**src/rtl/ckt_pkg.sv**
```systemverilog
`default_nettype none
package ckt_pkg;

  localparam int unsigned CORNER_COUNT = 4;
  localparam int unsigned COORD_COUNT  = 2 * CORNER_COUNT;
  localparam int unsigned COORD_W      = 24;
  localparam int unsigned STAMP_W      = 48;
  localparam int unsigned VAR_W        = 32;
  localparam int unsigned GAIN_W       = 16;
  localparam int unsigned QUOT_W       = GAIN_W + 1;
  localparam int unsigned MUL_W        = 33;
  localparam int unsigned PROD_W       = 2 * MUL_W;
  localparam int unsigned CFG_IDX_W    = 3;
  localparam int unsigned CFG_DATA_W   = 32;
  localparam int unsigned IN_DATA_W    = 240;
  localparam int unsigned OUT_DATA_W   = 200;

  localparam logic [CFG_IDX_W-1:0] CFG_RESET_DIST = 3'd0;
  localparam logic [CFG_IDX_W-1:0] CFG_PROC_SIGMA = 3'd1;
  localparam logic [CFG_IDX_W-1:0] CFG_MEAS_SIGMA = 3'd2;
  localparam logic [CFG_IDX_W-1:0] CFG_CONV_SIGMA = 3'd3;
  localparam logic [CFG_IDX_W-1:0] CFG_MIN_TIME   = 3'd4;
  localparam logic [CFG_IDX_W-1:0] CFG_MAX_SILENT = 3'd5;

  localparam logic CMD_OBSERVE = 1'b0;
  localparam logic CMD_TICK    = 1'b1;

  localparam logic [VAR_W-1:0] VAR_ONE = 32'h0001_0000;

  typedef logic signed [COORD_W-1:0] coord_t;
  typedef logic signed [MUL_W-1:0]   mul_op_t;
  typedef logic signed [PROD_W-1:0]  prod_t;

  typedef struct packed {
    logic             start;
    logic [VAR_W-1:0] num;
    logic [VAR_W:0]   den;
  } div_req_t;

endpackage
`default_nettype wire

```
**src/rtl/ckt_mul.sv**
```systemverilog
`default_nettype none
module ckt_mul (
  input  wire logic           clk_i,
  input  wire logic           en_i,
  input  wire ckt_pkg::mul_op_t a_i,
  input  wire ckt_pkg::mul_op_t b_i,
  output ckt_pkg::prod_t      p_o
);
  import ckt_pkg::*;

  prod_t p_q;

  always_ff @(posedge clk_i) begin
    if (en_i) begin
      p_q <= a_i * b_i;
    end
  end

  assign p_o = p_q;

endmodule
`default_nettype wire

```
**config.mk**
```make
export PLATFORM = sky130hd
export DESIGN_NAME = ckt_mul
export DESIGN_NICKNAME = d
export VERILOG_FILES = /design/src/rtl/ckt_pkg.sv /design/src/rtl/ckt_mul.sv
export SDC_FILE = /design/constraint.sdc
export NUM_CORES = 2
export LEC_CHECK = 0
export ABC_AREA = 1
export BUFFER_PORTS_ARGS = -buffer_cell sky130_fd_sc_hd__clkbuf_2
export CAP_MARGIN = 20
export CELL_PAD_IN_SITES_DETAIL_PLACEMENT = 1
export CELL_PAD_IN_SITES_GLOBAL_PLACEMENT = 1
export CORE_MARGIN = 2
export CORE_UTILIZATION = 40
export DETAILED_ROUTE_END_ITERATION = 6
export PLACE_DENSITY = 0.74
export SLEW_MARGIN = 30
export SYNTH_ARGS = -nofsm -noshare
export SYNTH_HDL_FRONTEND = slang
export SYNTH_SLANG_ARGS = --single-unit
```
**constraint.sdc**
```tcl
create_clock -name clk_i -period 21.8 [get_ports clk_i]
set_input_delay 4.36 -clock clk_i [delete_from_list [all_inputs] [get_ports clk_i]]
set_output_delay 4.36 -clock clk_i [all_outputs]
set_load 0.01 [all_outputs]
```
==> Word level (Yosys, flattened, before mapping) <==
Index checks and enable logic that the tools add are counted.
{ "word_totals": {"ff_bits": 66, "inputBits": 68, "out_inout_bits": 66, "wordCells": 2} }
{ "op_classes": {"mul": 1} }
{ "ops": {"columns": ["op", "count"], "rows": [
  ["multiplier 33 x 33 -> 66 bit", 1]
]} }

==> Longest topological paths before layout <==
{ "logic_depth": {"word_depth": 1, "mapped_depth": 34, "depth_no_buf": 32} }

==> Worst setup path before layout <==
OpenSTA, ideal clock, no wires.
{ "synth_path": {"path_type": "in2reg", "from": "input port a_i[32]", "to": "register p_q[60], in the netlist p_o[60], data pin", "setup_ns": 0.253, "arrival_time_ns": 11.003, "required_time_ns": 21.547, "slack_ns": 10.544, "cell_stages": 23, "n_path_buf": 2, "cell_sequence": "clkbuf_1 > clkbuf_1 > nand2_1 > inv_1 > fa_1 > fa_1 > fa_1 > fa_1 > inv_1 > fa_1 > fa_1 > fa_1 > fa_1 > inv_1 > ha_1 > nand2_1 > nor2_1 > inv_1 > nor3_1 > nand2_1 > and2_0 > nand4_1 > nand2_1"} }
{ "synth_between": {"elab_chain_cells": 1} }
{ "synth_lines": {"columns": ["item", "line", "source"], "rows": [
  ["start: declaration", "ckt_mul.sv:5", "input wire ckt_pkg::mul_op_t a_i,"],
  ["multiplier 33 x 33 -> 66 bit", "ckt_mul.sv:15", "p_q <= a_i * b_i;"],
  ["end signal: assignment", "ckt_mul.sv:15", null],
  ["end: declaration", "ckt_mul.sv:11", "prod_t p_q;"]
]} }
Every way passes these cells.
A chain may end at the register's enable or synchronous reset.

==> Worst setup path in the final report <==
{ "layout_path": {"from": "input port b_i[9]", "to": "register p_q[64], in the netlist p_o[64], data pin"} }
{ "layout_between": {"elab_chain_cells": 1} }
{ "layout_lines": {"columns": ["item", "line", "source"], "rows": [
  ["start: declaration", "ckt_mul.sv:6", "input wire ckt_pkg::mul_op_t b_i,"],
  ["multiplier 33 x 33 -> 66 bit", "ckt_mul.sv:15", null]
]} }
Every way passes these cells.

==> impl_metrics.yaml <==
floorplan:
  initial_core_util: 0.403
  fp.dieH_um: 335
  std_cell_rows: 121
  die_w_um: 335
  die_area_um2: 112000
  ioPinCount: 134
  core_area_um2: 109000
cells_and_area:
  area_delta_synth_final_pct: 4.79
  largest_reg_flops: 66
  drive_above_1_share: 0.0452
  nets: 6891
  fillers: 13300
  final_area_um2: 45900
synthesis:
  yosysTopAreaCell: "fa_1"
  synth_area_leaders: "fa_1 (52%), inv_1 (16%), nand2_1 (13%), ha_1 (6.2%), edfxtp_1 (4.5%)"
  synth_area_per_cell_um2: 7.91
  syn-cell-area_um2: 43800
  synth_fp_nets: 6973
  synth-edff-count: 66
  async_flop_share: 0
  ys.flop_type: "edfxtp_1"
  yosysTopAreaCellShare: 0.523
  yosysSeqAreaShare: 0.0452
  synth.distinct_cells: 35
  synth-seq-cells: 66
  syn_inst: 5543
  ys_warn_count: 0
sta:
  final.min_clock_period_ns: 11.97
  rsz0062_at_grt: "false"
  finalHoldViolations: 0
  tightest_slew_ns: 1.07
  setup_tns_ns: 0
  setup_violations: 0
  fin_crit_sh: 0.549
  finalMaxSlewViolations: 0
  hold_ws_ns: 4.63
  timing.fmax_mhz: 83.5
  slew_headroom: 0.284
setup_path:
  critPathCaptureType: "flip-flop"
  crit_type: "in2reg"
  cp.arrival_ns: 12.10
  critPathRequiredTime_ns: 21.93
  crit_path_start: "b_i[9]"
  crit_path_start_kind: "primary input"
  worst-path-max-fanout: 33
global_routing:
  grt_start_max_net_pins: 67
  grt_overflow: 0
  grt_util_all_layers: 0.248
  grt_pass1_wl_um: 215000
  grt_pass1_vias: 39500
  antenna_found_initial: 4
clock_network:
  cts_buffer_depth: 2
  clockRootBuffer: "clkbuf_16"
  clock_sinks: 66
  clkTransAtPathRegs_ns: 0.07
  cts_hold_buf: 0
  post_cts_buffers: 0
  cts_tree: "done"
  htreeDepth: 3
  cts-resized-gates: 0
  cts_buffers: 9
placed_design:
  place_hpwl_um: 114000
  routabilityCongestion: 0.917
  port_buffers: 133
  placed_area_um2: 45600
run:
  max_cap_violations: 0
status:
  status: "finished, final reports clean"
drt:
  drtPass1Iterations: 5
  wl_per_cell_um: 19.2
  drtIter0Drc: 1487
  drt_drc_violations_left: 0
  postRouteWirelength_um: 132000
  vias: 33300
  antenna_left: 0
  vias_per_cell: 4.84
hold_path:
  hold_class: "in2reg"
  hp-start: "b_i[0]"
-- cells in the final DEF (no fill, tap or decap), drive strengths merged, types with 19 or more instances in the layout --
master,synthesis,layout
xor2,37,37
inv,1895,1895
fa,1145,1145
nor2,154,154
edfxtp,66,66
clkbuf,262,133
buf,1,48
nand2,1534,1534
nand4,19,19
o21ai,23,23
nand3,78,78
ha,217,217
a21oi,65,65
-- layout make-up --
| type | instances | area, um2 | share of cell area |
|---|---|---|---|
| diodes | 1 | 2.50 | 0.0000545 |
| clock buffers | 11 | 233 | 0.00507 |
| clock inverters | 5 | 78.8 | 0.00172 |
| inverters | 1895 | 7110 | 0.155 |
| multi-input cells | 3319 | 33800 | 0.735 |
| flip-flops and latches | 66 | 1980 | 0.0431 |
| well taps | 1414 | 1770 | 0.0385 |
| repair buffers | 170 | 1000 | 0.0218 |
-- cells in the mapped netlist, drive strengths merged, types with 5 or more instances --
master and n:
clkbuf 262, o21ai 23, a21oi 65, ha 217, edfxtp 66, nor2 154
inv 1895, nand3 78, nand4 19, xor2 37, o21bai 14, nand2 1534
fa 1145, or2 6, nor4 5, nor3 8
-- through the flow --
| stage | utilization | worst slack (ns) | std cells |
|---|---|---|---|
| after global routing | 0.422 | 9.37 | 6880 |
| after detailed placement | 0.419 | 9.36 | 6862 |
| final | 0.422 | 9.83 | 6881 |
| after floorplan | - | 10.54 | 5543 |
| after CTS | 0.421 | 9.74 | 6878 |
| after global placement | 0.418 | 9.54 | 6862 |
-- worst paths after layout --
check,endpoint,slack [ns],cells after the start
worst max-delay path,p_o[64],9.83,23
worst min-delay path,p_o[0],4.63,4
-- worst max-delay path, cell delays in order --
cell and delay, ns:
clkbuf_2 0.67, nand2_1 0.31, fa_1 0.69, fa_1 0.99
fa_1 0.56, inv_1 0.42, fa_1 0.54, fa_1 0.56
fa_1 0.43, fa_1 0.50, inv_1 0.05, fa_1 0.48
inv_1 0.05, ha_1 0.37, a21oi_1 0.23, a21boi_0 0.29
nand2_1 0.13, nand2_1 0.08, nand2_1 0.06, a21oi_1 0.15
nand2_1 0.07, nand2_1 0.06, nand2_1 0.04
-- routing by layer --
| layer | vias up | track usage | wire length (um) |
|---|---|---|---|
| met2 | 644 | 0.471 | 70800 |
| met4 | 8 | 0.0739 | 4360 |
| met1 | 17500 | 0.294 | 52400 |
| li1 | 14900 | - | - |
| met3 | 224 | 0.0231 | 4710 |
| met5 | - | 0 | 59 |
-- logic make-up after synthesis --
family | after synthesis | synth area share
buffers and inverters | 2158 | 0.185
and+or+nand+nor | 1810 | 0.163
adders and majority gates | 1362 | 0.585
AOI/OAI and AO/OA | 106 | 0.0136
DFF | 66 | 0.0452
xor gates and xnor gates | 41 | 0.00819
Power is not shown: default switching activity piles up to over one toggle a cycle in this logic, so the estimate is an artifact.
