**config.mk**
```make
export PLATFORM = sky130hd
export DESIGN_NAME = ckt_div
export DESIGN_NICKNAME = d
export VERILOG_FILES = /design/src/rtl/ckt_pkg.sv /design/src/rtl/ckt_div.sv
export SDC_FILE = /design/constraint.sdc
export NUM_CORES = 1
export LEC_CHECK = 0
export BUFFER_PORTS_ARGS = -buffer_cell sky130_fd_sc_hd__buf_2
export CAP_MARGIN = 40
export CORE_AREA = 2 2 198 103
export DETAILED_ROUTE_END_ITERATION = 6
export DIE_AREA = 0 0 200 105
export REMOVE_ABC_BUFFERS = 1
export SYNTH_ARGS = -nofsm -noshare
export SYNTH_HDL_FRONTEND = slang
export SYNTH_SLANG_ARGS = --single-unit
export TNS_END_PERCENT = 50
```
**constraint.sdc**
```tcl
create_clock -name clk_i -period 2.8 [get_ports clk_i]
set_input_delay 0.14 -clock clk_i [delete_from_list [all_inputs] [get_ports clk_i]]
set_output_delay 0.14 -clock clk_i [all_outputs]
set_load 0.02 [all_outputs]
```
**src/rtl/ckt_pkg.sv**
```systemverilog
`default_nettype none
package ckt_pkg;

  localparam int unsigned CORNER_COUNT = 4;
  localparam int unsigned COORD_COUNT  = 2 * CORNER_COUNT;
  localparam int unsigned COORD_W      = 24;
  localparam int unsigned STAMP_W      = 48;
  localparam int unsigned VAR_W        = 32;
  localparam int unsigned GAIN_W       = 16;
  localparam int unsigned QUOT_W       = GAIN_W + 1;
  localparam int unsigned MUL_W        = 33;
  localparam int unsigned PROD_W       = 2 * MUL_W;
  localparam int unsigned CFG_IDX_W    = 3;
  localparam int unsigned CFG_DATA_W   = 32;
  localparam int unsigned IN_DATA_W    = 240;
  localparam int unsigned OUT_DATA_W   = 200;

  localparam logic [CFG_IDX_W-1:0] CFG_RESET_DIST = 3'd0;
  localparam logic [CFG_IDX_W-1:0] CFG_PROC_SIGMA = 3'd1;
  localparam logic [CFG_IDX_W-1:0] CFG_MEAS_SIGMA = 3'd2;
  localparam logic [CFG_IDX_W-1:0] CFG_CONV_SIGMA = 3'd3;
  localparam logic [CFG_IDX_W-1:0] CFG_MIN_TIME   = 3'd4;
  localparam logic [CFG_IDX_W-1:0] CFG_MAX_SILENT = 3'd5;

  localparam logic CMD_OBSERVE = 1'b0;
  localparam logic CMD_TICK    = 1'b1;

  localparam logic [VAR_W-1:0] VAR_ONE = 32'h0001_0000;

  typedef logic signed [COORD_W-1:0] coord_t;
  typedef logic signed [MUL_W-1:0]   mul_op_t;
  typedef logic signed [PROD_W-1:0]  prod_t;

  typedef struct packed {
    logic             start;
    logic [VAR_W-1:0] num;
    logic [VAR_W:0]   den;
  } div_req_t;

endpackage
`default_nettype wire

```
**src/rtl/ckt_div.sv**
```systemverilog
`default_nettype none
module ckt_div (
  input  wire logic                     clk_i,
  input  wire logic                     rst_ni,
  input  wire ckt_pkg::div_req_t        req_i,
  output logic                          done_o,
  output logic [ckt_pkg::QUOT_W-1:0]    quot_o
);
  import ckt_pkg::*;

  logic [VAR_W+1:0]  rem_q;
  logic [VAR_W:0]    den_q;
  logic [QUOT_W-1:0] quot_q;
  logic [4:0]        cnt_q;
  logic              busy_q, done_q;
  logic [VAR_W+2:0]  diff;
  logic              ge;
  logic [VAR_W+1:0]  rem_n;

  // numerator is num * 2^16, so only zero bits are shifted in
  assign diff  = {1'b0, rem_q} - {2'b00, den_q};
  assign ge    = ~diff[VAR_W+2];
  assign rem_n = ge ? diff[VAR_W+1:0] : rem_q;

  always_ff @(posedge clk_i or negedge rst_ni) begin
    if (!rst_ni) begin
      busy_q <= 1'b0;
      done_q <= 1'b0;
      cnt_q  <= '0;
    end else begin
      done_q <= 1'b0;
      if (req_i.start) begin
        busy_q <= 1'b1;
        cnt_q  <= 5'(QUOT_W - 1);
      end else if (busy_q) begin
        cnt_q <= cnt_q - 5'd1;
        if (cnt_q == 5'd0) begin
          busy_q <= 1'b0;
          done_q <= 1'b1;
        end
      end
    end
  end

  always_ff @(posedge clk_i) begin
    if (req_i.start) begin
      rem_q  <= {2'b00, req_i.num};
      den_q  <= req_i.den;
      quot_q <= '0;
    end else if (busy_q) begin
      rem_q  <= {rem_n[VAR_W:0], 1'b0};
      quot_q <= {quot_q[QUOT_W-2:0], ge};
    end
  end

  assign done_o = done_q;
  assign quot_o = quot_q;

endmodule
`default_nettype wire

```
**Yosys cells after proc, flatten, opt, wreduce, memory -nomap -nowiden**

Cells that the tools add are included.

- Flip-flop bits (word level): 91
- Bits of input ports: 68
- Output and inout bits: 18
- Word-level logic and storage cells: 23

- Add/subtract/negate cells: 2
- Muxes and demuxes: 11
- Bitwise logic cells: 1
- Reduce and logical (&&, ||, !) cells: 2

Operator list:

| operator | number |
|---|---|
| two-way mux 32 bit | 2 |
| subtractor 34 x 33 -> 35 bit | 1 |
| two-way mux 33 bit | 1 |
| two-way mux 5 bit | 2 |
| two-way mux 1 bit | 6 |
| logical NOT 5 bit | 1 |
| subtractor 5 x 1 -> 5 bit, second input constant | 1 |
| nonzero test 2 bit | 1 |
| inverter 1 bit | 1 |

**Longest topological paths before layout**

- Word-level depth: 4
- Gate-level depth with buffers: 14
- Gate-level depth less buffers: 13

**Least setup slack after synthesis**

OpenSTA, ideal clock, no wires.

- Kind: reg2reg
- From: register rem_q[0]
- To: register rem_q[21] (data pin)
- Setup time: 0.260 ns
- Arrival: 2.585 ns
- Required time: 2.540 ns
- Slack: -0.045 ns
- Stages on the path, launching flop included: 15
- Buffers on the path: 1
- Period minus slack after synthesis: 2.845 ns
- Path through: edfxtp_1 inv_1 ha_1 inv_1 fa_1 a21oi_1 o211ai_1 nand4_1 a211oi_2 o31ai_2 o31ai_4 buf_6 nor2_1 a21oi_1 mux2_2

- Longest elaborated chain between the ends: 4

RTL lines:

| element | RTL line | text |
|---|---|---|
| start: declaration | ckt_div.sv:11 | `logic [VAR_W+1:0] rem_q;` |
| start signal: assignment | ckt_div.sv:47 | `rem_q <= {2'b00, req_i.num};` |
| start signal: assignment | ckt_div.sv:51 | `rem_q <= {rem_n[VAR_W:0], 1'b0};` |
| subtractor 34 x 33 -> 35 bit | ckt_div.sv:21 | `assign diff = {1'b0, rem_q} - {2'b00, den_q};` |
| two-way mux 33 bit | ckt_div.sv:23 | `assign rem_n = ge ? diff[VAR_W+1:0] : rem_q;` |
| two-way mux 32 bit | ckt_div.sv:50 | `end else if (busy_q) begin` |
| two-way mux 32 bit | ckt_div.sv:46 | `if (req_i.start) begin` |

Every way passes these cells. The select of a mux whose other input is x is not followed.
A chain may end at the register's enable or synchronous reset.

**Worst setup path in the final report**

- From: register rem_q[1]
- To: register rem_q[20] (data pin)

Same word-level chain as after synthesis.

==> impl_metrics.py <==
metrics = {
    "grt": {
        "grt.busiest_layer": "met1",
        "grtUsageMet1": 0.262,
        "grtUsageTotal": 0.154,
        "grt_max_degree": 56,
        "use_met2": 0.189,
        "grt_pass1_wl_um": 24900,
        "grt_pass1_vias": 4603,
        "use_met3": 0.0387,
        "antenna_found_initial": 0,
        "grt_overflow": 0,
    },
    "yosys": {
        "synth_area_per_cell_um2": 10.0,
        "seq_area_frac_synth": 0.444,
        "synth_edf_count": 65,
        "synthSimpleGateAreaFrac": 0.141,
        "synth_compound_area_frac": 0.165,
        "yosys_warnings": 0,
        "synth-xor-area-share": 0.0450,
        "synth_top_family_by_area": "compound AO/OA/AOI/OAI gates",
        "synthTopCellsByArea": "edfxtp_1, ha_1, dfxtp_1",
        "synthArstFlopShare": 0.0769,
        "synthMuxAreaShare": 0.0751,
        "synth_top_flop_cell": "edfxtp_1",
        "synthCells": 565,
        "synth_adder_area_share": 0.0811,
        "synth.top_cell.area_share": 0.346,
        "ys_ff_latch": 91,
        "synth_largest_area_cell": "edfxtp_1",
        "syn-cell-area_um2": 5650,
        "yosysMostFrequentCell": "edfxtp_1",
        "synthDistinctLibCells": 61,
        "synth_common_cells": "edfxtp_1, nor2_1, a21oi_1",
    },
    "drt": {
        "drt-total-wl_um": 16500,
        "drt_iter0_drc": 477,
        "wl_per_cell_um": 15.8,
        "vias": 4916,
        "drc": 0,
        "dr.pass1.iters": 5,
        "drt-vias-per-instance": 4.72,
        "ant_nets": 0,
    },
    "clock_network": {
        "clock_latency_ns": 0.36,
        "clockBufferDepth": 2,
        "cts-root-buf": "clkbuf_16",
        "cts_tree": "done",
        "cts_buffers": 9,
        "ctsHtreeMaxLevel": 3,
        "cts.reportedPaths.clkPinSlew_ns": 0.07,
        "clock-sinks": 91,
    },
    "setup_path": {
        "start_kind": "flip-flop",
        "crit_arrival_ns": 3.13,
        "critPathKind": "flip-flop to flip-flop",
        "critPathCaptureType": "flip-flop",
        "required_ns": 2.91,
        "cp_max_fo": 4,
    },
    "finish": {
        "fillerInstances": 1906,
        "nNetsFinal": 874,
        "stdcell_count": 1041,
        "antennaDiodeCount": 0,
        "multiInputGateArea_um2": 3070,
        "ff_latch_area_um2": 2510,
        "area.growth.synth_to_final_pct": 41.2,
        "drive_gt1_frac": 0.335,
    },
    "timing": {
        "hold_viol": 0,
        "setup_viol": 32,
        "report.final.slew_viol_count": 0,
        "clock_skew_ns": 0.00899,
        "clock.fmax_ghz": 0.330,
        "fin_crit_sh": 1.08,
        "period_needed_ns": 3.03,
        "relSlewSlack": 0.616,
        "hold_ws_ns": 0.0710,
        "rsz0062_at_grt": "true",
        "worstMarginPinSlew_ns": 0.570,
        "fin_tns_setup_ns": -5.43,
        "final.setup.worst_slack_ns": -0.228,
    },
    "placed_design": {
        "dp_hpwl_um": 11900,
        "place_ws_ns": -0.330,
        "placed_cells": 981,
        "gp_congestion": 0.897,
        "io_buffers": 85,
    },
    "die": {
        "row_count": 36,
        "core_um2": 19100,
        "die_w_um": 200,
        "die_y_um": 105,
        "start_util": 0.295,
        "dieArea_um2": 21000,
        "io_pins": 86,
    },
    "pwr": {
        "p_leak_nw": 3.55,
        "power_per_cell_area_nw_per_um2": 1130,
        "irDropWorstVdd_v": 0.000394,
    },
    "status": {
        "violations": "setup timing",
        "status": "finished with violations",
    },
    "run": {
        "max_cap_violations": 0,
    },
    "hold_path": {
        "hold_class": "input port to flip-flop",
    },
}
[sequential cells by signal, indices dropped and copies added (netlist names)]
register / count
quot_o: 17
cnt_q: 5
done_o: 1
busy_q: 1
rem_q: 34
den_q: 33
[worst max-delay path: stages (launching register included)]
cell and delay, ns:
edfxtp_1 0.46, buf_4 0.18, ha_1 0.27, nand2b_1 0.08, a211oi_2 0.27, o21ai_2 0.12, o211ai_1 0.42, a31o_2 0.29
a21oi_1 0.09, xor2_1 0.23, a21oi_1 0.10, mux2_2 0.26
[cell usage in the layout, fill, tap and decap left out, types with 4 or more instances in the layout]
master and instances:
o21bai_1 4, buf_2 84, nor2b_1 7, buf_4 88, and2_1 5, nor3b_1 8
dfxtp_1 19, inv_6 4, nand2b_1 7, xor2_1 11, nand3_1 11, a21oi_1 46
edfxtp_1 65, o21a_1 4, or3_1 4, mux2_2 15, mux2_4 4, mux2i_1 20
dfrtp_1 7, a21oi_2 8, nand4_1 5, nor3_1 5, o21ai_0 14, nor2_1 58
a21o_1 13, buf_6 6, nand2_1 32, o21ai_1 9, ha_1 33, dlygate4sd3_1 34
xnor2_1 18, clkbuf_16 12, a211oi_2 4, a211oi_1 7, inv_1 38
[per-layer routing]
layer | up-vias | routed length, um
li1 | 2464 | -
met1 | 2281 | 9470
met2 | 161 | 5830
met3 | 10 | 1080
met4 | 0 | 100
met5 | - | 0
[final cells by class]
type / instances / share of cell area
Clock buffer: 11 / 0.0331
Sequential cell: 91 / 0.314
Tap cell: 266 / 0.0417
Multi-Input combinational cell: 411 / 0.385
Timing Repair Buffer: 217 / 0.201
Clock inverter: 5 / 0.00580
Inverter: 40 / 0.0188
[kinds of logic (layout without fill, tap and decap cells)]
logic type,count (synthesis),after routing
and+or+nand+nor,163,163
AOI/OAI and AO/OA,143,143
DFF,91,91
buffers and inverters,63,273
muxes,40,40
adders and majority gates,36,36
xor gates and xnor gates,29,29
[where the power goes]
part	total (W)	switching, W	leakage, nW	internal (W)
clock	0.00130	0.000598	0.155	0.000701
sequential	0.00211	0.000229	0.901	0.00188
combinational	0.00564	0.00284	2.50	0.00279
total	0.00904	0.00367	3.55	0.00537
[worst paths after layout]
path                                    startpoint                      end  slack [ns]  cells past startpoint
max                             rem_q[1]$_DFFE_PP_      rem_q[20]$_DFFE_PP_       -0.23                     11
min                                      req_i[36]       rem_q[3]$_DFFE_PP_        0.07                      3
max reg2reg                     rem_q[1]$_DFFE_PP_      rem_q[20]$_DFFE_PP_       -0.23                     11
min reg2reg                quot_o[16]$_SDFFE_PP0P_  quot_o[16]$_SDFFE_PP0P_        0.49                      2
max in group asynchronous                   rst_ni     cnt_q[0]$_DFFE_PN0P_        2.50                      2
min in group asynchronous                   rst_ni         done_o$_DFF_PN0_        0.14                      2
[metrics by stage]
| stage | total power, W | util | cell area (um^2) |
|---|---|---|---|
| 3_5_place_dp | 0.00689 | 0.365 | 6980 |
| 3_3_place_gp | 0.00686 | 0.365 | 6980 |
| 4_1_cts | 0.00854 | 0.407 | 7790 |
| 5_1_grt | 0.00965 | 0.417 | 7980 |
| 6_report | 0.00904 | 0.417 | 7980 |
| 2_1_floorplan | 0.00498 | - | 5520 |
[repair_timing]
action,4_1_cts,5_1_grt
hold endpoints to repair,40,0
buffers inserted,6,3
hold buffers,34,0
gates resized for setup,24,37
gates cloned,0,2
pin swaps,13,16
setup endpoints to repair,33,34
Note: power is estimated with default switching activity, not from simulation.
